**src/rtl/m2m_pkg.sv**
```systemverilog
`default_nettype none

package m2m_pkg;

  // fixed width of the delay field on the result port
  localparam int unsigned DelayOutW = 28;

  // parser phase
  typedef enum logic [1:0] {
    PH_EVENT = 2'd0,
    PH_DATA1 = 2'd1,
    PH_DATA2 = 2'd2,
    PH_DELAY = 2'd3
  } phase_e;

  // result kind codes
  typedef enum logic [1:0] {
    RK_MIDI  = 2'd0,
    RK_END   = 2'd1,
    RK_ERROR = 2'd2
  } result_kind_e;

  // mus event kinds
  localparam logic [2:0] EV_RELEASE = 3'd0;
  localparam logic [2:0] EV_PLAY    = 3'd1;
  localparam logic [2:0] EV_BEND    = 3'd2;
  localparam logic [2:0] EV_SYSTEM  = 3'd3;
  localparam logic [2:0] EV_CTRL    = 3'd4;
  localparam logic [2:0] EV_END_MIN = 3'd5;

  // midi status nibbles
  localparam logic [3:0] ST_NOTE_OFF = 4'h8;
  localparam logic [3:0] ST_NOTE_ON  = 4'h9;
  localparam logic [3:0] ST_CTRL     = 4'hB;
  localparam logic [3:0] ST_PROGRAM  = 4'hC;
  localparam logic [3:0] ST_BEND     = 4'hE;

  localparam logic [7:0] VolumeReset = 8'd127;
  localparam logic [7:0] ProgramData = 8'd64;

  // mus channels swapped with each other
  localparam logic [3:0] ChPerc = 4'd15;
  localparam logic [3:0] ChMusPerc = 4'd9;

  // system event codes 10..14 to midi controller numbers
  function automatic logic [7:0] sys_map(input logic [7:0] code);
    logic [7:0] r;
    unique case (code)
      8'd10:   r = 8'd120;
      8'd11:   r = 8'd123;
      8'd12:   r = 8'd126;
      8'd13:   r = 8'd127;
      8'd14:   r = 8'd121;
      default: r = 8'd0;
    endcase
    return r;
  endfunction

  // mus controller index 1..9 to midi controller number
  function automatic logic [7:0] ctl_map(input logic [3:0] idx);
    logic [7:0] r;
    unique case (idx)
      4'd2:    r = 8'd1;
      4'd3:    r = 8'd7;
      4'd4:    r = 8'd10;
      4'd5:    r = 8'd11;
      4'd6:    r = 8'd91;
      4'd7:    r = 8'd93;
      4'd8:    r = 8'd64;
      4'd9:    r = 8'd67;
      default: r = 8'd0;
    endcase
    return r;
  endfunction

endpackage

`default_nettype wire

```
**src/rtl/mus_to_midi_stream_converter.sv**
```systemverilog
`default_nettype none

// MUS score to MIDI short-message converter. Score bytes enter one per beat
// on the input channel; every complete event leaves as one result beat that
// carries the MIDI status and data bytes together with the delay that came
// before the event (saturated at 2^DELAY_BITS - 1, shown on 28 bits). MUS
// channels 9 and 15 are swapped. A byte with song_start high clears the
// parser, the delay and the 16 channel volumes (back to 127) before it is
// parsed. After an end-of-score result all bytes are dropped until the next
// song_start. The block takes one byte every cycle unless the input stalls;
// a byte is parsed from the input register and a completed event is written
// to the result register. The input stalls only while the result register
// is full and stalled and the registered byte would complete an event.
module mus_to_midi_stream_converter
  import m2m_pkg::*;
#(
  parameter int unsigned DELAY_BITS = 28
) (
  input  wire logic        clk_i,
  input  wire logic        rst_ni,
  // score byte channel
  input  wire logic        in_valid_i,
  output logic             in_stall_o,
  input  wire logic [7:0]  score_byte_i,
  input  wire logic        song_start_i,
  // result channel
  output logic             out_valid_o,
  input  wire logic        out_stall_i,
  output logic [1:0]       result_kind_o,
  output logic [27:0]      delay_ticks_o,
  output logic [7:0]       status_byte_o,
  output logic [7:0]       data_one_o,
  output logic [7:0]       data_two_o
);

  localparam int unsigned AccW = DELAY_BITS + 7;
  localparam int unsigned ExtW = DELAY_BITS + DelayOutW;

  // input register
  logic       in_valid_q;
  logic [7:0] byte_q;
  logic       start_q;

  // parser state
  phase_e                phase_q, phase_d;
  logic [2:0]            kind_q, kind_d;
  logic [3:0]            chan_q, chan_d;
  logic [7:0]            held_q, held_d;
  logic                  follows_q, follows_d;
  logic [DELAY_BITS-1:0] accum_q, accum_d;
  logic [DELAY_BITS-1:0] pend_q, pend_d;
  logic                  done_q, done_d;
  logic [7:0]            vol_q [16];

  // result register
  logic                  out_valid_q;
  result_kind_e          res_kind_q, res_kind_d;
  logic [DelayOutW-1:0]  res_delay_q, res_delay_d;
  logic [7:0]            res_status_q, res_status_d;
  logic [7:0]            res_d1_q, res_d1_d;
  logic [7:0]            res_d2_q, res_d2_d;

  // effective state after an optional song start
  phase_e                st_phase;
  logic [2:0]            st_kind;
  logic [3:0]            st_chan;
  logic [7:0]            st_held;
  logic                  st_follows;
  logic [DELAY_BITS-1:0] st_accum;
  logic [DELAY_BITS-1:0] st_pend;
  logic                  st_done;
  logic [7:0]            st_vol;

  logic                  emit;
  logic                  vol_we;
  logic                  out_free;
  logic                  proc;
  logic                  in_accept;
  logic [3:0]            ev_chan;
  logic [AccW-1:0]       acc_shift;
  logic [ExtW-1:0]       pend_ext;

  assign out_free  = !out_valid_q || !out_stall_i;
  assign proc      = in_valid_q && (out_free || !emit);
  assign in_stall_o = in_valid_q && !proc;
  assign in_accept = in_valid_i && !in_stall_o;

  // song start clears everything before the byte is parsed
  always_comb begin
    st_phase   = start_q ? PH_EVENT : phase_q;
    st_kind    = start_q ? 3'd0 : kind_q;
    st_chan    = start_q ? 4'd0 : chan_q;
    st_held    = start_q ? 8'd0 : held_q;
    st_follows = start_q ? 1'b0 : follows_q;
    st_accum   = start_q ? '0 : accum_q;
    st_pend    = start_q ? '0 : pend_q;
    st_done    = start_q ? 1'b0 : done_q;
    st_vol     = start_q ? VolumeReset : vol_q[st_chan];
  end

  // channel swap of the event byte
  always_comb begin
    priority if (byte_q[3:0] == ChMusPerc) begin
      ev_chan = ChPerc;
    end else if (byte_q[3:0] == ChPerc) begin
      ev_chan = ChMusPerc;
    end else begin
      ev_chan = byte_q[3:0];
    end
  end

  assign acc_shift = {st_accum, byte_q[6:0]};
  assign pend_ext  = ExtW'(st_pend);

  // byte parser
  always_comb begin
    phase_d      = st_phase;
    kind_d       = st_kind;
    chan_d       = st_chan;
    held_d       = st_held;
    follows_d    = st_follows;
    accum_d      = st_accum;
    pend_d       = st_pend;
    done_d       = st_done;
    emit         = 1'b0;
    vol_we       = 1'b0;
    res_kind_d   = RK_MIDI;
    res_delay_d  = pend_ext[DelayOutW-1:0];
    res_status_d = 8'd0;
    res_d1_d     = 8'd0;
    res_d2_d     = 8'd0;

    if (!st_done) begin
      unique case (st_phase)
        PH_EVENT: begin
          chan_d    = ev_chan;
          kind_d    = byte_q[6:4];
          follows_d = byte_q[7];
          if (byte_q[6:4] >= EV_END_MIN) begin
            done_d     = 1'b1;
            emit       = 1'b1;
            res_kind_d = RK_END;
            pend_d     = '0;
          end else begin
            phase_d = PH_DATA1;
          end
        end
        PH_DATA1: begin
          unique case (st_kind)
            EV_RELEASE: begin
              emit         = 1'b1;
              res_status_d = {ST_NOTE_OFF, st_chan};
              res_d1_d     = {1'b0, byte_q[6:0]};
              res_d2_d     = st_vol;
            end
            EV_PLAY: begin
              if (byte_q[7]) begin
                held_d  = byte_q;
                phase_d = PH_DATA2;
              end else begin
                emit         = 1'b1;
                res_status_d = {ST_NOTE_ON, st_chan};
                res_d1_d     = {1'b0, byte_q[6:0]};
                res_d2_d     = st_vol;
              end
            end
            EV_BEND: begin
              emit         = 1'b1;
              res_status_d = {ST_BEND, st_chan};
              res_d1_d     = {1'b0, byte_q[0], 6'd0};
              res_d2_d     = {1'b0, byte_q[7:1]};
            end
            EV_SYSTEM: begin
              emit         = 1'b1;
              res_status_d = {ST_CTRL, st_chan};
              if (byte_q >= 8'd10 && byte_q <= 8'd14) begin
                res_d1_d = sys_map(byte_q);
              end else begin
                res_kind_d = RK_ERROR;
                res_d1_d   = byte_q;
              end
            end
            default: begin
              held_d  = byte_q;
              phase_d = PH_DATA2;
            end
          endcase
        end
        PH_DATA2: begin
          emit = 1'b1;
          priority if (st_kind == EV_PLAY) begin
            vol_we       = 1'b1;
            res_status_d = {ST_NOTE_ON, st_chan};
            res_d1_d     = {1'b0, st_held[6:0]};
            res_d2_d     = byte_q;
          end else if (st_held == 8'd0) begin
            res_status_d = {ST_PROGRAM, st_chan};
            res_d1_d     = byte_q;
            res_d2_d     = ProgramData;
          end else if (st_held < 8'd10) begin
            res_status_d = {ST_CTRL, st_chan};
            res_d1_d     = ctl_map(st_held[3:0]);
            res_d2_d     = byte_q;
          end else begin
            res_kind_d   = RK_ERROR;
            res_status_d = {ST_CTRL, st_chan};
            res_d1_d     = st_held;
          end
        end
        PH_DELAY: begin
          // base-128 big-endian delay, saturating
          if (|acc_shift[AccW-1:DELAY_BITS]) begin
            accum_d = '1;
          end else begin
            accum_d = acc_shift[DELAY_BITS-1:0];
          end
          if (!byte_q[7]) begin
            pend_d  = accum_d;
            phase_d = PH_EVENT;
          end
        end
        default: begin
          phase_d = PH_EVENT;
        end
      endcase

      // a message consumes the pending delay and may open a delay field
      if (emit && res_kind_d != RK_END) begin
        pend_d = '0;
        if (st_follows) begin
          accum_d = '0;
          phase_d = PH_DELAY;
        end else begin
          phase_d = PH_EVENT;
        end
      end
    end
  end

  // input register
  always_ff @(posedge clk_i or negedge rst_ni) begin
    if (!rst_ni) begin
      in_valid_q <= 1'b0;
    end else if (in_accept) begin
      in_valid_q <= 1'b1;
    end else if (proc) begin
      in_valid_q <= 1'b0;
    end
  end

  always_ff @(posedge clk_i) begin
    if (in_accept) begin
      byte_q  <= score_byte_i;
      start_q <= song_start_i;
    end
  end

  // parser state registers
  always_ff @(posedge clk_i or negedge rst_ni) begin
    if (!rst_ni) begin
      phase_q   <= PH_EVENT;
      kind_q    <= 3'd0;
      chan_q    <= 4'd0;
      held_q    <= 8'd0;
      follows_q <= 1'b0;
      accum_q   <= '0;
      pend_q    <= '0;
      done_q    <= 1'b0;
    end else if (proc) begin
      phase_q   <= phase_d;
      kind_q    <= kind_d;
      chan_q    <= chan_d;
      held_q    <= held_d;
      follows_q <= follows_d;
      accum_q   <= accum_d;
      pend_q    <= pend_d;
      done_q    <= done_d;
    end
  end

  // channel volume store
  always_ff @(posedge clk_i or negedge rst_ni) begin
    if (!rst_ni) begin
      for (int i = 0; i < 16; i++) begin
        vol_q[i] <= VolumeReset;
      end
    end else if (proc) begin
      for (int i = 0; i < 16; i++) begin
        if (vol_we && st_chan == 4'(i)) begin
          vol_q[i] <= byte_q;
        end else if (start_q) begin
          vol_q[i] <= VolumeReset;
        end
      end
    end
  end

  // result register
  always_ff @(posedge clk_i or negedge rst_ni) begin
    if (!rst_ni) begin
      out_valid_q <= 1'b0;
    end else if (proc && emit) begin
      out_valid_q <= 1'b1;
    end else if (!out_stall_i) begin
      out_valid_q <= 1'b0;
    end
  end

  always_ff @(posedge clk_i) begin
    if (proc && emit) begin
      res_kind_q   <= res_kind_d;
      res_delay_q  <= res_delay_d;
      res_status_q <= res_status_d;
      res_d1_q     <= res_d1_d;
      res_d2_q     <= res_d2_d;
    end
  end

  assign out_valid_o   = out_valid_q;
  assign result_kind_o = res_kind_q;
  assign delay_ticks_o = res_delay_q;
  assign status_byte_o = res_status_q;
  assign data_one_o    = res_d1_q;
  assign data_two_o    = res_d2_q;

endmodule

`default_nettype wire
```
**config.mk**
```make
export PLATFORM = sky130hd
export DESIGN_NAME = mus_to_midi_stream_converter
export DESIGN_NICKNAME = d
export VERILOG_FILES = /design/src/rtl/m2m_pkg.sv /design/src/rtl/mus_to_midi_stream_converter.sv
export SDC_FILE = /design/constraint.sdc
export NUM_CORES = 1
export LEC_CHECK = 0
export BUFFER_PORTS_ARGS = -buffer_cell sky130_fd_sc_hd__buf_2
export CORE_UTILIZATION = 55
export DETAILED_ROUTE_END_ITERATION = 8
export PLACE_DENSITY = 0.76
export SLEW_MARGIN = 25
export SYNTH_ARGS = -nofsm -noshare
export SYNTH_HDL_FRONTEND = slang
export SYNTH_SLANG_ARGS = --single-unit
```
**constraint.sdc**
```tcl
create_clock -name clk_i -period 5.34 [get_ports clk_i]
set_clock_uncertainty 0.05 [all_clocks]
set_input_delay 1.068 -clock clk_i [delete_from_list [all_inputs] [get_ports clk_i]]
set_output_delay 1.068 -clock clk_i [all_outputs]
set_load 0.05 [all_outputs]
```
==> out/metrics.cfg <==
[logic_synthesis]
synth_enable_flop_cells=63
post_synth_and_or_nand_nor_area_fraction=0.131
ys_ff_latch=268
synth-xor-area-share=0
largest_family_of_logic_cells_by_synthesized_area=compound AO/OA/AOI/OAI gates
syn_avg_cell_area_um2=11.8
synthesis.nets=1101
synth-compound-area-share=0.218
synth_largest_type_area_fraction=0.229
synthMuxAreaShare=0.0430
synth-async-reset-ratio=0.765
syn-instance-count=1083
yosys-top-cells-area=sky130_fd_sc_hd__dfstp_2 (23%), sky130_fd_sc_hd__dfrtp_1 (18%), sky130_fd_sc_hd__edfxtp_1 (15%), sky130_fd_sc_hd__o22a_1 (7.6%), sky130_fd_sc_hd__o21ai_0 (3.1%)
synth_top_area_cell=sky130_fd_sc_hd__dfstp_2
synth.yosys.seq_area_share=0.558
synthDistinctLibCells=88
synth.yosys.warnings=0
netlist_area_um2=12800
post_synth_most_frequent_cells=sky130_fd_sc_hd__dfstp_2 (112), sky130_fd_sc_hd__o22a_1 (112), sky130_fd_sc_hd__dfrtp_1 (93)
synth_ff_type=sky130_fd_sc_hd__dfstp_2
synth_adder_area_share=0.00488

[sta]
setup_viol=0
final.period_utilization=0.836
achievable-frequency_mhz=224
drv_slew=0
period_needed_ns=4.47
fin_tns_setup_ns=0
grt_setup_unrepaired=false
slew_headroom=0.283
tightest_slew_ns=1.08
timing_hold_violations_final=0

[layout]
areaGrowthSynthToFinish_pct=12.0
drive_above_1_share=0.290
insertedDiodeCount=0
fill_cells=1726
design.final.nets=1138
post-route-cell-area_um2=14400

[detailed_routing]
route.antenna.remaining_nets=0
first_iter_violations=968
wire_per_inst_um=22.5
finalWirelength_um=32800
via_count=9477
drc_errors=0
detail_route.first_pass.iterations=6
routed_via_count_divided_by_cell_count=6.50

[critical_path]
worstPathCellList=clkinv_1 > nand2_1 > ha_1 > nand2_1 > a2111oi_2 > and2_1 > buf_2
criticalPathCategory=flop to output pin
arrival_ns=3.35
start_kind=flop
timing.critical_path.required_ns=4.22
crit_path_max_fanout=12
startpoint_of_the_most_critical_register_to_register_path=start_q$_DFFE_PP_
crit_path_start=start_q$_DFFE_PP_
max_stage_delay_ns=0.54
critical-path-top-cell-by-count=sky130_fd_sc_hd__nand2_1
cp-end-kind=output pin
timing.critical_path.slowest_stage_cell=sky130_fd_sc_hd__a2111oi_2

[clocking]
cts_root_buffer=sky130_fd_sc_hd__clkbuf_16
cts_buffers=30
insertion_delay_ns=0.56
postCtsResizedCells=0
cts_sinks=268
clkTransAtPathRegs_ns=0.06
tritoncts_clock_tree=built
number_of_buffers_added_to_fix_hold_violations_after_cts=0
clockBufferDepth=3
ctsHtreeMaxLevel=1
post-cts-setup-buffers=0

[power_and_ir_drop]
total_switching_power_w=0.00209
p_int_w=0.00397
seq_power_share=0.397
static-leakage-power_nw=5.42
combinationalPowerShare=0.254
power.share.switching=0.345
power.density_nw_per_um2=422
p_clk_frac=0.349
peak_supply_drop_mv=0.283

[die]
dieArea_um2=23900
die_boundary_width_um=155
core_area_um2=22800
row_count=55
io-pin-count=69
floorplan.initialDensity=0.563
chipHeight_um=155

[place]
buffer_ports.inserted=68
dp_hpwl_um=20300
placedInstanceArea_um2=13300
gp_congestion=0.896

[worst_hold_path]
holdCritPathClass=input pin to asynchronous set/reset pin

[global_route]
grt_first_pass_wirelength_um=52600
initial_antenna_violation_count=0
grt_pass1_vias=9332
grt_overflow=0
maximum_number_of_pins_on_one_net_before_global_route_repair=130
globalRouteTotalUtil=0.279

[outcome]
run_status=finished clean

[flow_run]
maxCapViolations=0

## state kept, by name, summed over array words and instances, names as in the netlist, 3 cells and up
name / cells
vol_q: 128
accum_q: 28
delay_ticks_o: 28
pend_q: 28
byte_q: 8
data_one_o: 8
data_two_o: 8
held_q: 8
status_byte_o: 8
chan_q: 4
kind_q: 3
## worst paths after layout
kind	endpoint	slack [ns]	cells past startpoint
min in group clk_i	pend_q[0]$_DFFE_PN0P_	0.43	1
worst min-delay path	accum_q[16]$_DFFE_PN0P_	0.32	1
worst min register to register	pend_q[0]$_DFFE_PN0P_	0.43	1
worst max-delay path	in_stall_o	0.87	7
worst max register to register	delay_ticks_o[6]$_DFFE_PP_	1.12	10
max in group asynchronous	vol_q[115]$_DFFE_PN1P_	3.53	3
## area by class of cell
| class | count | area [um^2] | area share |
|---|---|---|---|
| Sequential cell | 268 | 7160 | 0.499 |
| Multi-Input combinational cell | 692 | 5100 | 0.355 |
| Clock buffer | 40 | 872 | 0.0607 |
| Inverter | 39 | 146 | 0.0102 |
| Tap cell | 313 | 392 | 0.0273 |
| Clock inverter | 16 | 156 | 0.0109 |
| Timing Repair Buffer | 89 | 528 | 0.0368 |
## power groups by stage
stage          registers [W]  logic (W)  clock network [W]
2_1_floorplan        0.00258   0.000977                  0
3_3_place_gp         0.00244    0.00150                  0
3_5_place_dp         0.00244    0.00151                  0
4_1_cts              0.00240    0.00152            0.00213
5_1_grt              0.00242    0.00163            0.00222
6_report             0.00240    0.00154            0.00211
## cell usage in the layout (no fill, tap or decap), types with 6 or more instances in the layout
| cell | count |
|---|---|
| sky130_fd_sc_hd__mux2i_1 | 9 |
| sky130_fd_sc_hd__inv_1 | 37 |
| sky130_fd_sc_hd__buf_2 | 67 |
| sky130_fd_sc_hd__o211ai_1 | 7 |
| sky130_fd_sc_hd__a21oi_1 | 37 |
| sky130_fd_sc_hd__nor2_1 | 70 |
| sky130_fd_sc_hd__nor3_1 | 23 |
| sky130_fd_sc_hd__nand4_2 | 6 |
| sky130_fd_sc_hd__o21ai_0 | 79 |
| sky130_fd_sc_hd__nand2_2 | 13 |
| sky130_fd_sc_hd__a221oi_1 | 8 |
| sky130_fd_sc_hd__clkbuf_16 | 33 |
| sky130_fd_sc_hd__buf_4 | 20 |
| sky130_fd_sc_hd__clkinv_2 | 6 |
| sky130_fd_sc_hd__edfxtp_1 | 63 |
| sky130_fd_sc_hd__nand2_1 | 39 |
| sky130_fd_sc_hd__mux4_2 | 14 |
| sky130_fd_sc_hd__o22a_1 | 112 |
| sky130_fd_sc_hd__a22o_1 | 8 |
| sky130_fd_sc_hd__mux2_2 | 13 |
| sky130_fd_sc_hd__o22ai_1 | 11 |
| sky130_fd_sc_hd__nand2b_1 | 15 |
| sky130_fd_sc_hd__dfstp_2 | 112 |
| sky130_fd_sc_hd__o2bb2ai_1 | 32 |
| sky130_fd_sc_hd__nand3_1 | 21 |
| sky130_fd_sc_hd__nand4_4 | 10 |
| sky130_fd_sc_hd__a31oi_1 | 6 |
| sky130_fd_sc_hd__dfrtp_1 | 92 |
| sky130_fd_sc_hd__nor2b_1 | 42 |
| sky130_fd_sc_hd__clkinv_1 | 6 |
| sky130_fd_sc_hd__a22oi_1 | 14 |
## critical path: cells and delay by family, from the launching register on
family | cells | cell delay, ns
AOI/OAI and AO/OA | 1 | 0.54
DFF | 1 | 0.35
buffers and inverters | 2 | 0.63
and+or+nand+nor | 3 | 0.84
adders and majority gates | 1 | 0.45
## metal layers
metal | track usage | vias up | share of wire
met2 | 0.429 | 489 | 0.47
met3 | 0.0375 | 76 | 0.080
li1 | - | 4164 | -
met1 | 0.409 | 4748 | 0.43
met4 | 0.0990 | 0 | 0.029
met5 | 0 | - | 0
## through the flow
step | utilization | power, W | hold slack (ns) | instances | setup WS [ns]
2_1_floorplan | - | 0.00356 | 0.399 | 1083 | 0.265
3_3_place_gp | 0.584 | 0.00394 | 0.414 | 1400 | 1.39
3_5_place_dp | 0.584 | 0.00394 | 0.416 | 1400 | 1.22
4_1_cts | 0.629 | 0.00605 | 0.432 | 1456 | 0.931
5_1_grt | 0.630 | 0.00627 | 0.330 | 1457 | 0.631
6_report | 0.630 | 0.00606 | 0.323 | 1457 | 0.875
## cells by family after synthesis
group,count (synthesis)
simple gates,277
mux,36
compound gates,374
fa+ha+maj,5
buf+inv,123
flops,268
Power figures use the tool's default switching activity.
